### src/rtl/core/kts_pkg.sv
`default_nettype none
// ----------------------------------------------------------------------------
// kts_pkg: shared types, token kind codes and lookup functions
// Kind codes, keyword and punctuation tables, and the token records that pass
// from the front end to the back end of the keyword token scanner.
// ----------------------------------------------------------------------------
package kts_pkg;

  localparam int KW_COUNT      = 6;
  localparam int KW_PREFIX_LEN = 6;
  localparam int PUNCT_COUNT   = 16;
  localparam int QUEUE_DEPTH   = 4;
  localparam int QUEUE_PTR_W   = 2;

  localparam logic [7:0] CHAR_END = 8'h00;

  localparam logic [4:0] KIND_IDENT      = 5'd0;
  localparam logic [4:0] KIND_INT        = 5'd1;
  localparam logic [4:0] KIND_PUNCT_BASE = 5'd7;
  localparam logic [4:0] KIND_END        = 5'd23;

  // keyword text, index 0 is the first character; unused tail is zero
  localparam logic [0:KW_COUNT-1][0:KW_PREFIX_LEN-1][7:0] KW_TEXT = '{
    '{"i", "n", "t", 8'h00, 8'h00, 8'h00},
    '{"f", "l", "o", "a", "t", 8'h00},
    '{"d", "o", "u", "b", "l", "e"},
    '{"c", "h", "a", "r", 8'h00, 8'h00},
    '{"s", "t", "r", "i", "n", "g"},
    '{"b", "o", "o", "l", 8'h00, 8'h00}
  };

  localparam logic [0:KW_COUNT-1][2:0] KW_LEN = '{3'd3, 3'd5, 3'd6, 3'd4, 3'd6, 3'd4};

  localparam logic [0:PUNCT_COUNT-1][7:0] PUNCT_CHARS = '{
    "=", ";", "(", ")", "[", "]", "{", "}",
    ">", "<", ",", "!", "+", "-", "*", "/"
  };

  typedef logic [0:KW_PREFIX_LEN-1][7:0] prefix_t;

  typedef struct packed {
    logic [4:0]  kind;
    logic [31:0] start;
    logic [5:0]  length;
  } token_t;

  // what one character leaves for the back end: one or two tokens
  typedef struct packed {
    token_t first;
    token_t second;
    logic   has_second;
  } token_pair_t;

  typedef struct packed {
    logic       hit;
    logic [4:0] kind;
  } punct_hit_t;

  function automatic logic is_alnum(input logic [7:0] c);
    return (c >= "0" && c <= "9") || (c >= "A" && c <= "Z") || (c >= "a" && c <= "z");
  endfunction

  function automatic punct_hit_t punct_lookup(input logic [7:0] c);
    punct_hit_t res;
    res.hit  = 1'b0;
    res.kind = KIND_IDENT;
    for (int k = 0; k < PUNCT_COUNT; k++) begin
      if (c == PUNCT_CHARS[k]) begin
        res.hit  = 1'b1;
        res.kind = KIND_PUNCT_BASE + 5'(k);
      end
    end
    return res;
  endfunction

  // only characters below len are compared: the rest of the prefix may be stale
  function automatic logic [4:0] keyword_kind(input logic [7:0] len, input prefix_t pfx);
    logic [4:0] kind;
    logic       hit;
    kind = KIND_IDENT;
    for (int k = 0; k < KW_COUNT; k++) begin
      hit = (len == 8'(KW_LEN[k]));
      for (int j = 0; j < KW_PREFIX_LEN; j++) begin
        if ((3'(j) < KW_LEN[k]) && (pfx[j] != KW_TEXT[k][j])) begin
          hit = 1'b0;
        end
      end
      if (hit) begin
        kind = KIND_INT + 5'(k);
      end
    end
    return kind;
  endfunction

endpackage
`default_nettype wire

### src/rtl/core/kts_char_if.sv
`default_nettype none
// ----------------------------------------------------------------------------
// kts_char_if: character channel
// Valid/ready channel carrying one text byte per request.
// ----------------------------------------------------------------------------
interface kts_char_if;
  logic       valid;
  logic       ready;
  logic [7:0] char_code;

  modport source (output valid, output char_code, input ready);
  modport sink (input valid, input char_code, output ready);
endinterface
`default_nettype wire

### src/rtl/core/kts_token_if.sv
`default_nettype none
// ----------------------------------------------------------------------------
// kts_token_if: token channel
// Valid/ready channel carrying one token per request.
// ----------------------------------------------------------------------------
interface kts_token_if;
  logic        valid;
  logic        ready;
  logic [4:0]  token_kind;
  logic [31:0] token_start;
  logic [5:0]  token_length;
  logic        last;

  modport source (output valid, output token_kind, output token_start,
                  output token_length, output last, input ready);
  modport sink (input valid, input token_kind, input token_start,
                input token_length, input last, output ready);
endinterface
`default_nettype wire

### src/rtl/core/kts_front.sv
`default_nettype none
// ----------------------------------------------------------------------------
// kts_front: character classifier
// Takes one character per cycle while the queue has room, tracks the pending
// identifier and position, and pushes the tokens it completes into the queue.
// ----------------------------------------------------------------------------
module kts_front #(
  parameter int NAME_BUFFER_SIZE = 64,
  parameter int POSITION_BITS    = 32
) (
  input  wire logic            clk,
  input  wire logic            rst,
  kts_char_if.sink             chars,
  input  wire logic            q_ready,
  output logic                 push,
  output kts_pkg::token_pair_t push_data
);

  localparam int LEN_W = $clog2(NAME_BUFFER_SIZE);

  logic [LEN_W-1:0]         ident_len, ident_len_next;
  kts_pkg::prefix_t         prefix, prefix_next;
  logic [POSITION_BITS-1:0] ident_start, ident_start_next;
  logic [POSITION_BITS-1:0] char_pos, char_pos_next;

  logic                     accept;
  logic [7:0]               c;
  logic                     have_ident;
  logic [LEN_W-1:0]         len_inc;
  logic                     long_hit;
  kts_pkg::token_t          flush_tok, long_tok, end_tok, punct_tok;
  kts_pkg::punct_hit_t      punct;
  logic                     any_tok;

  assign chars.ready = q_ready;
  assign accept      = chars.valid && q_ready;
  assign c           = chars.char_code;
  assign have_ident  = (ident_len != '0);
  assign len_inc     = ident_len + LEN_W'(1);
  assign long_hit    = (len_inc == LEN_W'(NAME_BUFFER_SIZE - 1));
  assign punct       = kts_pkg::punct_lookup(c);

  always_comb begin
    prefix_next = prefix;
    for (int j = 0; j < kts_pkg::KW_PREFIX_LEN; j++) begin
      if (LEN_W'(j) == ident_len) begin
        prefix_next[j] = c;
      end
    end
  end

  always_comb begin
    flush_tok.kind    = kts_pkg::keyword_kind(8'(ident_len), prefix);
    flush_tok.start   = 32'(ident_start);
    flush_tok.length  = 6'(ident_len);
    // a split run is NAME_BUFFER_SIZE-1 long and is never looked up as a keyword
    long_tok.kind     = kts_pkg::KIND_IDENT;
    long_tok.start    = have_ident ? 32'(ident_start) : 32'(char_pos);
    long_tok.length   = 6'(len_inc);
    end_tok.kind      = kts_pkg::KIND_END;
    end_tok.start     = 32'(char_pos);
    end_tok.length    = 6'd0;
    punct_tok.kind    = punct.kind;
    punct_tok.start   = 32'(char_pos);
    punct_tok.length  = 6'd1;
  end

  always_comb begin
    push_data.first      = end_tok;
    push_data.second     = end_tok;
    push_data.has_second = 1'b0;
    any_tok              = 1'b0;
    ident_len_next       = ident_len;
    ident_start_next     = ident_start;
    char_pos_next        = char_pos + POSITION_BITS'(1);
    priority if (c == kts_pkg::CHAR_END) begin
      any_tok              = 1'b1;
      push_data.first      = have_ident ? flush_tok : end_tok;
      push_data.has_second = have_ident;
      ident_len_next       = '0;
      char_pos_next        = '0;
    end else if (kts_pkg::is_alnum(c)) begin
      any_tok         = long_hit;
      push_data.first = long_tok;
      ident_len_next  = long_hit ? '0 : len_inc;
      if (!have_ident) begin
        ident_start_next = char_pos;
      end
    end else begin
      any_tok              = have_ident || punct.hit;
      push_data.first      = have_ident ? flush_tok : punct_tok;
      push_data.second     = punct_tok;
      push_data.has_second = have_ident && punct.hit;
      ident_len_next       = '0;
    end
  end

  assign push = accept && any_tok;

  always_ff @(posedge clk) begin
    if (rst) begin
      ident_len <= '0;
      char_pos  <= '0;
    end else if (accept) begin
      ident_len <= ident_len_next;
      char_pos  <= char_pos_next;
    end
  end

  always_ff @(posedge clk) begin
    if (accept) begin
      ident_start <= ident_start_next;
      prefix      <= prefix_next;
    end
  end

endmodule
`default_nettype wire

### src/rtl/core/kts_queue.sv
`default_nettype none
// ----------------------------------------------------------------------------
// kts_queue: token pair queue
// Short FIFO of token pairs between the classifier and the output stage.
// ----------------------------------------------------------------------------
module kts_queue (
  input  wire logic                 clk,
  input  wire logic                 rst,
  input  wire logic                 push,
  input  wire kts_pkg::token_pair_t push_data,
  output logic                      ready,
  output logic                      pop_valid,
  input  wire logic                 pop,
  output kts_pkg::token_pair_t      pop_data
);

  localparam int CNT_W = kts_pkg::QUEUE_PTR_W + 1;

  kts_pkg::token_pair_t                 slots [kts_pkg::QUEUE_DEPTH];
  logic [kts_pkg::QUEUE_PTR_W-1:0]      wr_ptr, rd_ptr;
  logic [CNT_W-1:0]                     count;

  assign ready     = (count != CNT_W'(kts_pkg::QUEUE_DEPTH));
  assign pop_valid = (count != '0);
  assign pop_data  = slots[rd_ptr];

  always_ff @(posedge clk) begin
    if (rst) begin
      wr_ptr <= '0;
      rd_ptr <= '0;
      count  <= '0;
    end else begin
      if (push) begin
        wr_ptr <= wr_ptr + 1'b1;
      end
      if (pop) begin
        rd_ptr <= rd_ptr + 1'b1;
      end
      unique case ({push, pop})
        2'b10:   count <= count + 1'b1;
        2'b01:   count <= count - 1'b1;
        default: count <= count;
      endcase
    end
  end

  always_ff @(posedge clk) begin
    if (push) begin
      slots[wr_ptr] <= push_data;
    end
  end

  a_no_overfill: assert property (@(posedge clk) disable iff (rst)
    push |-> ready)
    else $error("queue written while full");

  a_no_underrun: assert property (@(posedge clk) disable iff (rst)
    pop |-> pop_valid)
    else $error("queue read while empty");

  a_count_up: assert property (@(posedge clk) disable iff (rst)
    (push && !pop) |=> (count == $past(count) + 1'b1))
    else $error("queue count lost a push");

endmodule
`default_nettype wire

### src/rtl/core/kts_back.sv
`default_nettype none
// ----------------------------------------------------------------------------
// kts_back: token output stage
// Takes token pairs from the queue and sends them one token per request,
// marking the final token of each pair.
// ----------------------------------------------------------------------------
module kts_back (
  input  wire logic                 clk,
  input  wire logic                 rst,
  input  wire logic                 q_valid,
  input  wire kts_pkg::token_pair_t q_data,
  output logic                      pop,
  kts_token_if.source               tokens
);

  logic            out_valid;
  logic            out_last;
  kts_pkg::token_t out_tok;
  logic            pend_valid;
  kts_pkg::token_t pend_tok;
  logic            advance;

  assign advance = !out_valid || tokens.ready;
  assign pop     = advance && !pend_valid && q_valid;

  assign tokens.valid        = out_valid;
  assign tokens.token_kind   = out_tok.kind;
  assign tokens.token_start  = out_tok.start;
  assign tokens.token_length = out_tok.length;
  assign tokens.last         = out_last;

  always_ff @(posedge clk) begin
    if (rst) begin
      out_valid  <= 1'b0;
      pend_valid <= 1'b0;
    end else if (advance) begin
      priority if (pend_valid) begin
        out_valid  <= 1'b1;
        pend_valid <= 1'b0;
      end else if (q_valid) begin
        out_valid  <= 1'b1;
        pend_valid <= q_data.has_second;
      end else begin
        out_valid  <= 1'b0;
      end
    end
  end

  always_ff @(posedge clk) begin
    if (advance) begin
      if (pend_valid) begin
        out_tok  <= pend_tok;
        out_last <= 1'b1;
      end else begin
        out_tok  <= q_data.first;
        out_last <= !q_data.has_second;
        pend_tok <= q_data.second;
      end
    end
  end

  a_pend_needs_out: assert property (@(posedge clk) disable iff (rst)
    pend_valid |-> out_valid)
    else $error("second token waiting without a first on the port");

  a_not_last_has_pend: assert property (@(posedge clk) disable iff (rst)
    (out_valid && !out_last) |-> pend_valid)
    else $error("non-final token without its partner");

  a_pend_sent_last: assert property (@(posedge clk) disable iff (rst)
    (pend_valid && advance) |=> (out_valid && out_last))
    else $error("second token not marked final");

endmodule
`default_nettype wire

### src/rtl/core/keyword_token_scanner.sv
`default_nettype none
// ----------------------------------------------------------------------------
// keyword_token_scanner: streaming keyword and punctuation tokenizer
// One text byte in per request, tokens out with kind, start and length.
// ----------------------------------------------------------------------------
// Usage:
//   chars  : sink of text bytes; byte 0 ends the text and restarts positions.
//   tokens : source of tokens; last marks the final token caused by one byte.
//   Bytes that complete nothing (letters inside an identifier, whitespace with
//   no pending identifier, dropped bytes) give no token.
// Throughput: one byte per cycle while the queue has room. A byte giving two
//   tokens (identifier then punctuation or end) holds the output port for
//   both in turn; the queue takes up the difference.
// Path: a byte's first token is written into a queue slot, then loaded into
//   the output register before it shows on the port.
// Stall: when tokens.ready is low the output register holds; the four-entry
//   queue fills and chars.ready then drops until a slot frees.
// Reset: rst (synchronous) empties queue and output stage and clears the
//   pending identifier and the position counter; no clearing pass.
// Positions wrap modulo 2^POSITION_BITS; token_start shows the low 32 bits.
// ----------------------------------------------------------------------------
module keyword_token_scanner #(
  parameter int NAME_BUFFER_SIZE = 64,
  parameter int POSITION_BITS    = 32
) (
  input  wire logic   clk,
  input  wire logic   rst,
  kts_char_if.sink    chars,
  kts_token_if.source tokens
);

  // front to queue
  logic                 q_push;
  logic                 q_ready;
  kts_pkg::token_pair_t q_in;
  // queue to back
  logic                 q_valid;
  logic                 q_pop;
  kts_pkg::token_pair_t q_out;

  // classifier: identifier tracking, keyword match, punctuation lookup
  kts_front #(
    .NAME_BUFFER_SIZE (NAME_BUFFER_SIZE),
    .POSITION_BITS    (POSITION_BITS)
  ) u_front (
    .clk       (clk),
    .rst       (rst),
    .chars     (chars),
    .q_ready   (q_ready),
    .push      (q_push),
    .push_data (q_in)
  );

  // decouples the byte side from output stalls
  kts_queue u_queue (
    .clk       (clk),
    .rst       (rst),
    .push      (q_push),
    .push_data (q_in),
    .ready     (q_ready),
    .pop_valid (q_valid),
    .pop       (q_pop),
    .pop_data  (q_out)
  );

  // serialises token pairs onto the output port
  kts_back u_back (
    .clk     (clk),
    .rst     (rst),
    .q_valid (q_valid),
    .q_data  (q_out),
    .pop     (q_pop),
    .tokens  (tokens)
  );

endmodule
`default_nettype wire
### src/flat_wrapper.sv
// flat-port wrapper written by rule: the top's interface ports become plain ports
module keyword_token_scanner_flat 
#(
  parameter int NAME_BUFFER_SIZE = 64,
  parameter int POSITION_BITS    = 32
)
  (clk, rst, chars_valid, chars_char_code, chars_ready, tokens_valid, tokens_token_kind, tokens_token_start, tokens_token_length, tokens_last, tokens_ready);
  kts_char_if chars_i ();
  kts_token_if tokens_i ();
  input  wire logic clk;
  input  wire logic rst;
  input wire logic [$bits(chars_i.valid)-1:0] chars_valid;
  input wire logic [$bits(chars_i.char_code)-1:0] chars_char_code;
  output wire logic [$bits(chars_i.ready)-1:0] chars_ready;
  output wire logic [$bits(tokens_i.valid)-1:0] tokens_valid;
  output wire logic [$bits(tokens_i.token_kind)-1:0] tokens_token_kind;
  output wire logic [$bits(tokens_i.token_start)-1:0] tokens_token_start;
  output wire logic [$bits(tokens_i.token_length)-1:0] tokens_token_length;
  output wire logic [$bits(tokens_i.last)-1:0] tokens_last;
  input wire logic [$bits(tokens_i.ready)-1:0] tokens_ready;
  assign chars_i.valid = chars_valid;
  assign chars_i.char_code = chars_char_code;
  assign chars_ready = chars_i.ready;
  assign tokens_valid = tokens_i.valid;
  assign tokens_token_kind = tokens_i.token_kind;
  assign tokens_token_start = tokens_i.token_start;
  assign tokens_token_length = tokens_i.token_length;
  assign tokens_last = tokens_i.last;
  assign tokens_i.ready = tokens_ready;
  keyword_token_scanner #(.NAME_BUFFER_SIZE(NAME_BUFFER_SIZE), .POSITION_BITS(POSITION_BITS)) u_core (.clk(clk), .rst(rst), .chars(chars_i), .tokens(tokens_i));
endmodule
### config.mk
export PLATFORM = sky130hd
export DESIGN_NAME = keyword_token_scanner_flat
export DESIGN_NICKNAME = d
export VERILOG_FILES = /design/src/rtl/core/kts_pkg.sv /design/src/rtl/core/kts_char_if.sv /design/src/rtl/core/kts_token_if.sv /design/src/rtl/core/kts_front.sv /design/src/rtl/core/kts_queue.sv /design/src/rtl/core/kts_back.sv /design/src/rtl/core/keyword_token_scanner.sv /design/src/flat_wrapper.sv
export SDC_FILE = /design/constraint.sdc
export NUM_CORES = 1
export LEC_CHECK = 0
export CELL_PAD_IN_SITES_DETAIL_PLACEMENT = 0
export CELL_PAD_IN_SITES_GLOBAL_PLACEMENT = 1
export CORE_UTILIZATION = 25
export DETAILED_ROUTE_END_ITERATION = 10
export DONT_BUFFER_PORTS = 1
export PLACE_DENSITY_LB_ADDON = 0.05
export SYNTH_ARGS = -nofsm -noshare
export SYNTH_HDL_FRONTEND = slang
export SYNTH_SLANG_ARGS = --single-unit
export TNS_END_PERCENT = 20
### constraint.sdc
create_clock -name clk -period 3.7 [get_ports clk]
set_clock_uncertainty 0.1 [all_clocks]
set_input_delay 0.185 -clock clk [delete_from_list [all_inputs] [get_ports clk]]
set_output_delay 0.185 -clock clk [all_outputs]
set_load 0.005 [all_outputs]
==> impl_metrics.toml, run 1 <==
[grt]
grt_usage_pct = 12.53
grt_remaining_overflow = 0
grt_pass1_vias = 10760
antenna_found_initial = 2
grt_max_degree = 46
grt_first_pass_wirelength_mm = 77.18

[worst_setup_path]
rr_worst_depth = 12
worstReg2RegStart = "u_core.u_front.ident_len[1]"
worstReg2RegEnd = "u_core.u_queue.count[2]"
rrSetupSlack_ps = 480
crit_fanout = 7
cp.arrival_ps = 3620
critPathLaunchType = "flip-flop"
end_kind = "flip-flop"
cp_data_required_time_ps = 4100
critPathKind = "flip-flop to flip-flop"

[synthesis]
ys_seq_area_share_pct = 75.17
synth-edff-count = 490
ys_seq_elements = 539
netlist_area_sq_um = 20880
syn_avg_cell_area_sq_um = 18.95
netlist.area_leader.share_pct = 70.47
ys_types = 66
yosys_warnings = 0
ys_top_cells_by_area = "edfxtp_1 70%, mux4_2 8.8%, dfxtp_1 4.7%"
synth_flop_cell = "edfxtp_1"
syn-instance-count = 1102
ys_async_sr_fraction_pct = 0
synth_fp_nets = 1126
yosys.area.top_type = "edfxtp_1"

[clock_network]
root_buffer = "clkbuf_16"
clk_latency_ps = 590
clockBufferDepth = 3
cts-htree-levels = 3
clkTransAtPathRegs_ps = 60
postCtsSetupBuffers = 0
cts_tree = "done"
cts_buffers = 68
cts_sinks = 539

[placement]
place.gp.congestion = 0.7048
post_dp_cell_area_sq_um = 22460
port_buffers = 0
dp_hpwl_mm = 29.38

[timing]
drv_slew = 0
rsz0062_at_grt = "no"
fin_crit_sh_pct = 87.13
period_needed_ps = 3224
hold_viol = 0
worst_pin_slew_ps = 911.4
fmaxAchievable_mhz = 310.2
setup_viol = 0
max-slew-margin-rel_pct = 39.04

[min_path]
min_from = "chars_char_code[2]"
hold_path_class = "input pin to flip-flop"
min_to = "u_core.u_queue.slots[2][41]"
whs_path_depth = 4

[job]
maxCapViolCount = 0

[final_layout]
finalNetCount = 1194
final_common_cell = "edfxtp_1"
drive_gt1_share_pct = 25.31
final_cell_mix = "490 x edfxtp_1, 82 x mux4_2, 71 x mux2_2"
design_area_sq_um = 24750
syn_to_final_growth_pct = 18.52
fillers = 7966

[floorplan]
coreArea_sq_um = 82370
die_x_um = 291
initial_core_util_pct = 25.35
die_h_um = 291
io_pins = 58
row_count = 105
dieArea_sq_um = 84680

[power_and_ir_drop]
leakagePower_nw = 7.946
vdd_drop_max_v = 0.0002879
pwr_density_cell_nw_per_um2 = 664.7
total_power_mw = 16.45

[route]
drt_pass1_iterations = 5
drt.antenna.violating_nets = 0
drc = 0
drt-initial-drc-count = 549
avgRoutedWirePerCell_um = 22.76
totalWireLength_mm = 52.07
vias = 10100
drt-vias-per-instance = 4.413

[run_status]
outcome = "finished clean"
## state kept, by name, summed over array words and instances (netlist names), 3 cells and up, named ones only
signal	cells
u_core.u_front.ident_len	6
u_core.u_front.prefix	48
u_core.u_queue.count	3
u_core.u_back.tokens.token_kind	5
u_core.u_back.tokens.token_start	32
u_core.u_back.pend_tok	38
u_core.u_queue.slots	328
u_core.u_front.char_pos	32
u_core.u_front.ident_start	32
u_core.u_back.tokens.token_length	6
## per-layer routing
| layer | vias up | GRT usage [%] | part of all wire [%] |
|---|---|---|---|
| met5 | - | 0 | 0 |
| met4 | 0 | 4.078 | 2.5 |
| met3 | 86 | 2.649 | 3.8 |
| met2 | 204 | 20.30 | 48 |
| met1 | 5256 | 16.69 | 46 |
| li1 | 4552 | - | - |
## cells in the mapped netlist (all sizes together) (13+ instances only)
| cell | instances |
|---|---|
| edfxtp | 490 |
| mux4 | 82 |
| mux2 | 72 |
| nor2 | 65 |
| dfxtp | 49 |
| xor2 | 31 |
| nand2 | 30 |
| buf | 26 |
| nand3 | 24 |
| clkbuf | 20 |
| a21oi | 19 |
| and3 | 13 |
| inv | 13 |
| nand4 | 13 |
| o21ai | 13 |
## cells by family after synthesis
kind of cell | share of synthesized area [%]
AOI/OAI and AO/OA | 1.954
xor gates and xnor gates | 1.720
adders and majority gates | 0.7550
buffers and inverters | 1.264
DFF | 75.17
muxes | 12.79
and+or+nand+nor | 6.346
## through the flow
stage | hold WS [ps] | utilization, % | setup WS (ps) | TNS [ps] | instances
final | 47.08 | 30.04 | 476.3 | 0 | 2288
after global placement | 160.6 | 27.26 | 510.2 | 0 | 2159
after floorplan | 183.9 | - | -436.8 | -107460 | 1102
after detailed placement | 162.5 | 27.26 | 461.3 | 0 | 2159
after global routing | 58.04 | 30.04 | 216.6 | 0 | 2288
after CTS | 1.960 | 30.04 | 451.1 | 0 | 2287
## worst max path at each step
stage,to,startpoint,slack [ps],cells after the start
after floorplan,u_core.u_queue.slots[3][0],u_core.u_front.ident_len[1],-440,6
after global placement,u_core.u_queue.slots[1][79],u_core.u_front.ident_len[1],510,7
after detailed placement,u_core.u_queue.slots[1][79],u_core.u_front.ident_len[1],460,7
after CTS,u_core.u_queue.slots[1][83],u_core.u_front.ident_len[1],450,7
after global routing,u_core.u_queue.count[2],u_core.u_front.ident_len[1],220,12
final,u_core.u_queue.count[2],u_core.u_front.ident_len[1],480,12
## worst max-delay path, cell delays in order, from the launching register on
cell and delay (ps):
dfxtp_1 440, ha_1 350, xor2_1 170, nand4_1 160
o221a_2 390, a311oi_4 450, inv_1 110, ha_1 220
inv_1 70, fa_1 170, xor2_1 70, or3_1 300
a21oi_1 130
## layout make-up
type | instances | area (sq um) | area share [%]
inverter | 14 | 52.55 | 0.2123
sequential | 539 | 15700 | 63.46
multi-input combinational | 503 | 4951 | 20.01
tap | 1070 | 1339 | 5.410
clock buffer | 94 | 1872 | 7.564
timing repair buffer | 44 | 520.5 | 2.103
clock inverter | 23 | 306.5 | 1.239
antenna | 1 | 2.502 | 0.01011
## what timing repair did
item / CTS / global route
hold endpoints to repair: 83 / 0
hold buffers: 11 / 0
gates resized for setup: 0 / 0
## power by group
part | total (mW) | switching (mW) | internal (mW)
Combinational | 2.08 | 1.09 | 0.994
Sequential | 7.81 | 0.358 | 7.46
Clock | 6.55 | 2.59 | 3.97
Note: power is estimated with default switching activity, not from simulation.
==> run 2: changes to the inputs <==
--- a/config.mk
+++ b/config.mk
@@ -11,6 +11,7 @@
 export DETAILED_ROUTE_END_ITERATION = 10
 export DONT_BUFFER_PORTS = 1
 export PLACE_DENSITY_LB_ADDON = 0.05
+export RECOVER_POWER = 25
 export SYNTH_ARGS = -nofsm -noshare
 export SYNTH_HDL_FRONTEND = slang
 export SYNTH_SLANG_ARGS = --single-unit
==> run 2 against run 1 <==
The run now ends with max-capacitance violations, max-slew violations left. Non-clock buffer count unchanged. First-iteration DRC count increased by 1.3%. Die area unchanged. Largest power group unchanged. Maximum frequency decreased by 2.0%. Cell area about the same. Wire length about the same.
==> impl_metrics.toml, run 2 (same netlist as run 1, synthesis figures left out) <==
[final_layout]
largest_reg_flops = 328
finalNetCount = 1194
syn_to_final_growth_pct = 18.44
top_register = "u_core.u_queue.slots"
final_common_cell = "edfxtp_1"
final_cell_mix = "490 x edfxtp_1, 82 x mux4_2, 71 x mux2_2"
top_regs = "u_core.u_queue.slots x328, u_core.u_front.prefix x48, u_core.u_back.pend_tok x38"
final_util_pct = 30.02
fillers = 7967
drive_gt1_share_pct = 24.98

[timing]
hold_viol = 0
fin_setup_tns_ps = 0
setup_viol = 0
rsz0062_at_grt = "no"
drv_slew = 91
fin_hold_ws_ps = 48.27
fmaxAchievable_mhz = 304.1
max-slew-margin-rel_pct = -37.33
worst_pin_slew_ps = 2057
fin_crit_sh_pct = 88.88
finalWorstSetupSlack_ps = 411.5
period_needed_ps = 3288

[clock_network]
cts_sinks = 539
clkTransAtPathRegs_ps = 60
root_buffer = "clkbuf_16"
cts_resized = 0
clk_latency_ps = 590
cts_buffers = 68
postCtsSetupBuffers = 0
cts-htree-levels = 3
clockBufferDepth = 3
cts_tree = "done"

[floorplan]
io_pins = 58
row_count = 105
die_x_um = 291
die_h_um = 291
coreArea_sq_um = 82370
initial_core_util_pct = 25.35
dieArea_sq_um = 84680

[worst_setup_path]
critPathLaunchType = "flip-flop"
rr_worst_depth = 3
critPathKind = "flip-flop to flip-flop"
slowest_delay_ps = 1700
crit_fanout = 32
end_kind = "flip-flop"
cp_data_required_time_ps = 3920
cp_slowest_cell = "dfxtp_1"
path_cells = "buf_4 -> mux4_2 -> mux2_2"
cp.arrival_ps = 3510

[grt]
antenna_found_initial = 2
grt_pass1_vias = 10760
grt_max_degree = 46
grt_usage_pct = 12.53
grt_first_pass_wirelength_mm = 77.18
grt_remaining_overflow = 0

[min_path]
hold_path_class = "input pin to flip-flop"
whs_path_depth = 4

[route]
drt-vias-per-instance = 4.391
avgRoutedWirePerCell_um = 22.78
totalWireLength_mm = 52.12
drt_pass1_iterations = 5
vias = 10050
drc = 0
drt.antenna.violating_nets = 0
drt-initial-drc-count = 556

[placement]
place.gp.congestion = 0.7048
dp_slack_ps = 461.3
dp_hpwl_mm = 29.38
port_buffers = 0

[power_and_ir_drop]
total_power_mw = 16.45
vdd_drop_max_v = 0.0002880
pwr_density_cell_nw_per_um2 = 665.2
leakagePower_nw = 7.938

[run_status]
violations = "max-capacitance violations, max-slew violations"
outcome = "finished, violations left"

[job]
maxCapViolCount = 3
-- run 2: what timing repair did --
item                       4_1_cts  5_1_grt
setup endpoints to repair        0        0
hold endpoints to repair        83        0
hold buffers                    11        0
-- run 2: layout make-up --
cell class / instances / area, sq um / area share (%)
diodes: 1 / 2.502 / 0.01012
repair buffers: 44 / 514.2 / 2.079
inverters: 14 / 52.55 / 0.2125
multi-input cells: 503 / 4943 / 19.99
flip-flops and latches: 539 / 15700 / 63.49
clock inverters: 23 / 306.5 / 1.240
well taps: 1070 / 1339 / 5.414
clock buffers: 94 / 1872 / 7.569
-- run 2: worst max-delay path, delay by kind of cell, from the launching register on --
| kind | cells | cell delay [ps] |
|---|---|---|
| flops | 1 | 1700 |
| mux | 2 | 670 |
| buf+inv | 1 | 520 |
-- run 2: report_power, final --
group | switching, mW | internal [mW]
logic | 1.09 | 0.998
clock network | 2.59 | 3.97
registers | 0.356 | 7.46
-- run 2: layer usage --
layer / GRT usage (%) / vias up / part of all wire (%)
met4: 4.078 / 0 / 2.5
met5: 0 / - / 0
met1: 16.69 / 5226 / 46
met2: 20.30 / 186 / 48
met3: 2.649 / 85 / 3.6
li1: - / 4549 / -
-- run 2: final timing paths --
check	start	to	slack [ps]
min reg2reg	u_core.u_queue.count[2]	u_core.u_queue.count[2]	420
max	flip-flop	u_core.u_back.tokens.token_start[10]	410
max reg2reg	flip-flop	u_core.u_back.tokens.token_start[10]	410
min	chars_char_code[2]	u_core.u_queue.slots[2][41]	50
-- run 2: metrics by stage --
stage / std cells / cell area (sq um)
after floorplan: 1102 / 20880
after global placement: 2159 / 22460
after detailed placement: 2159 / 22460
after CTS: 2287 / 24750
after global routing: 2288 / 24730
final: 2288 / 24730
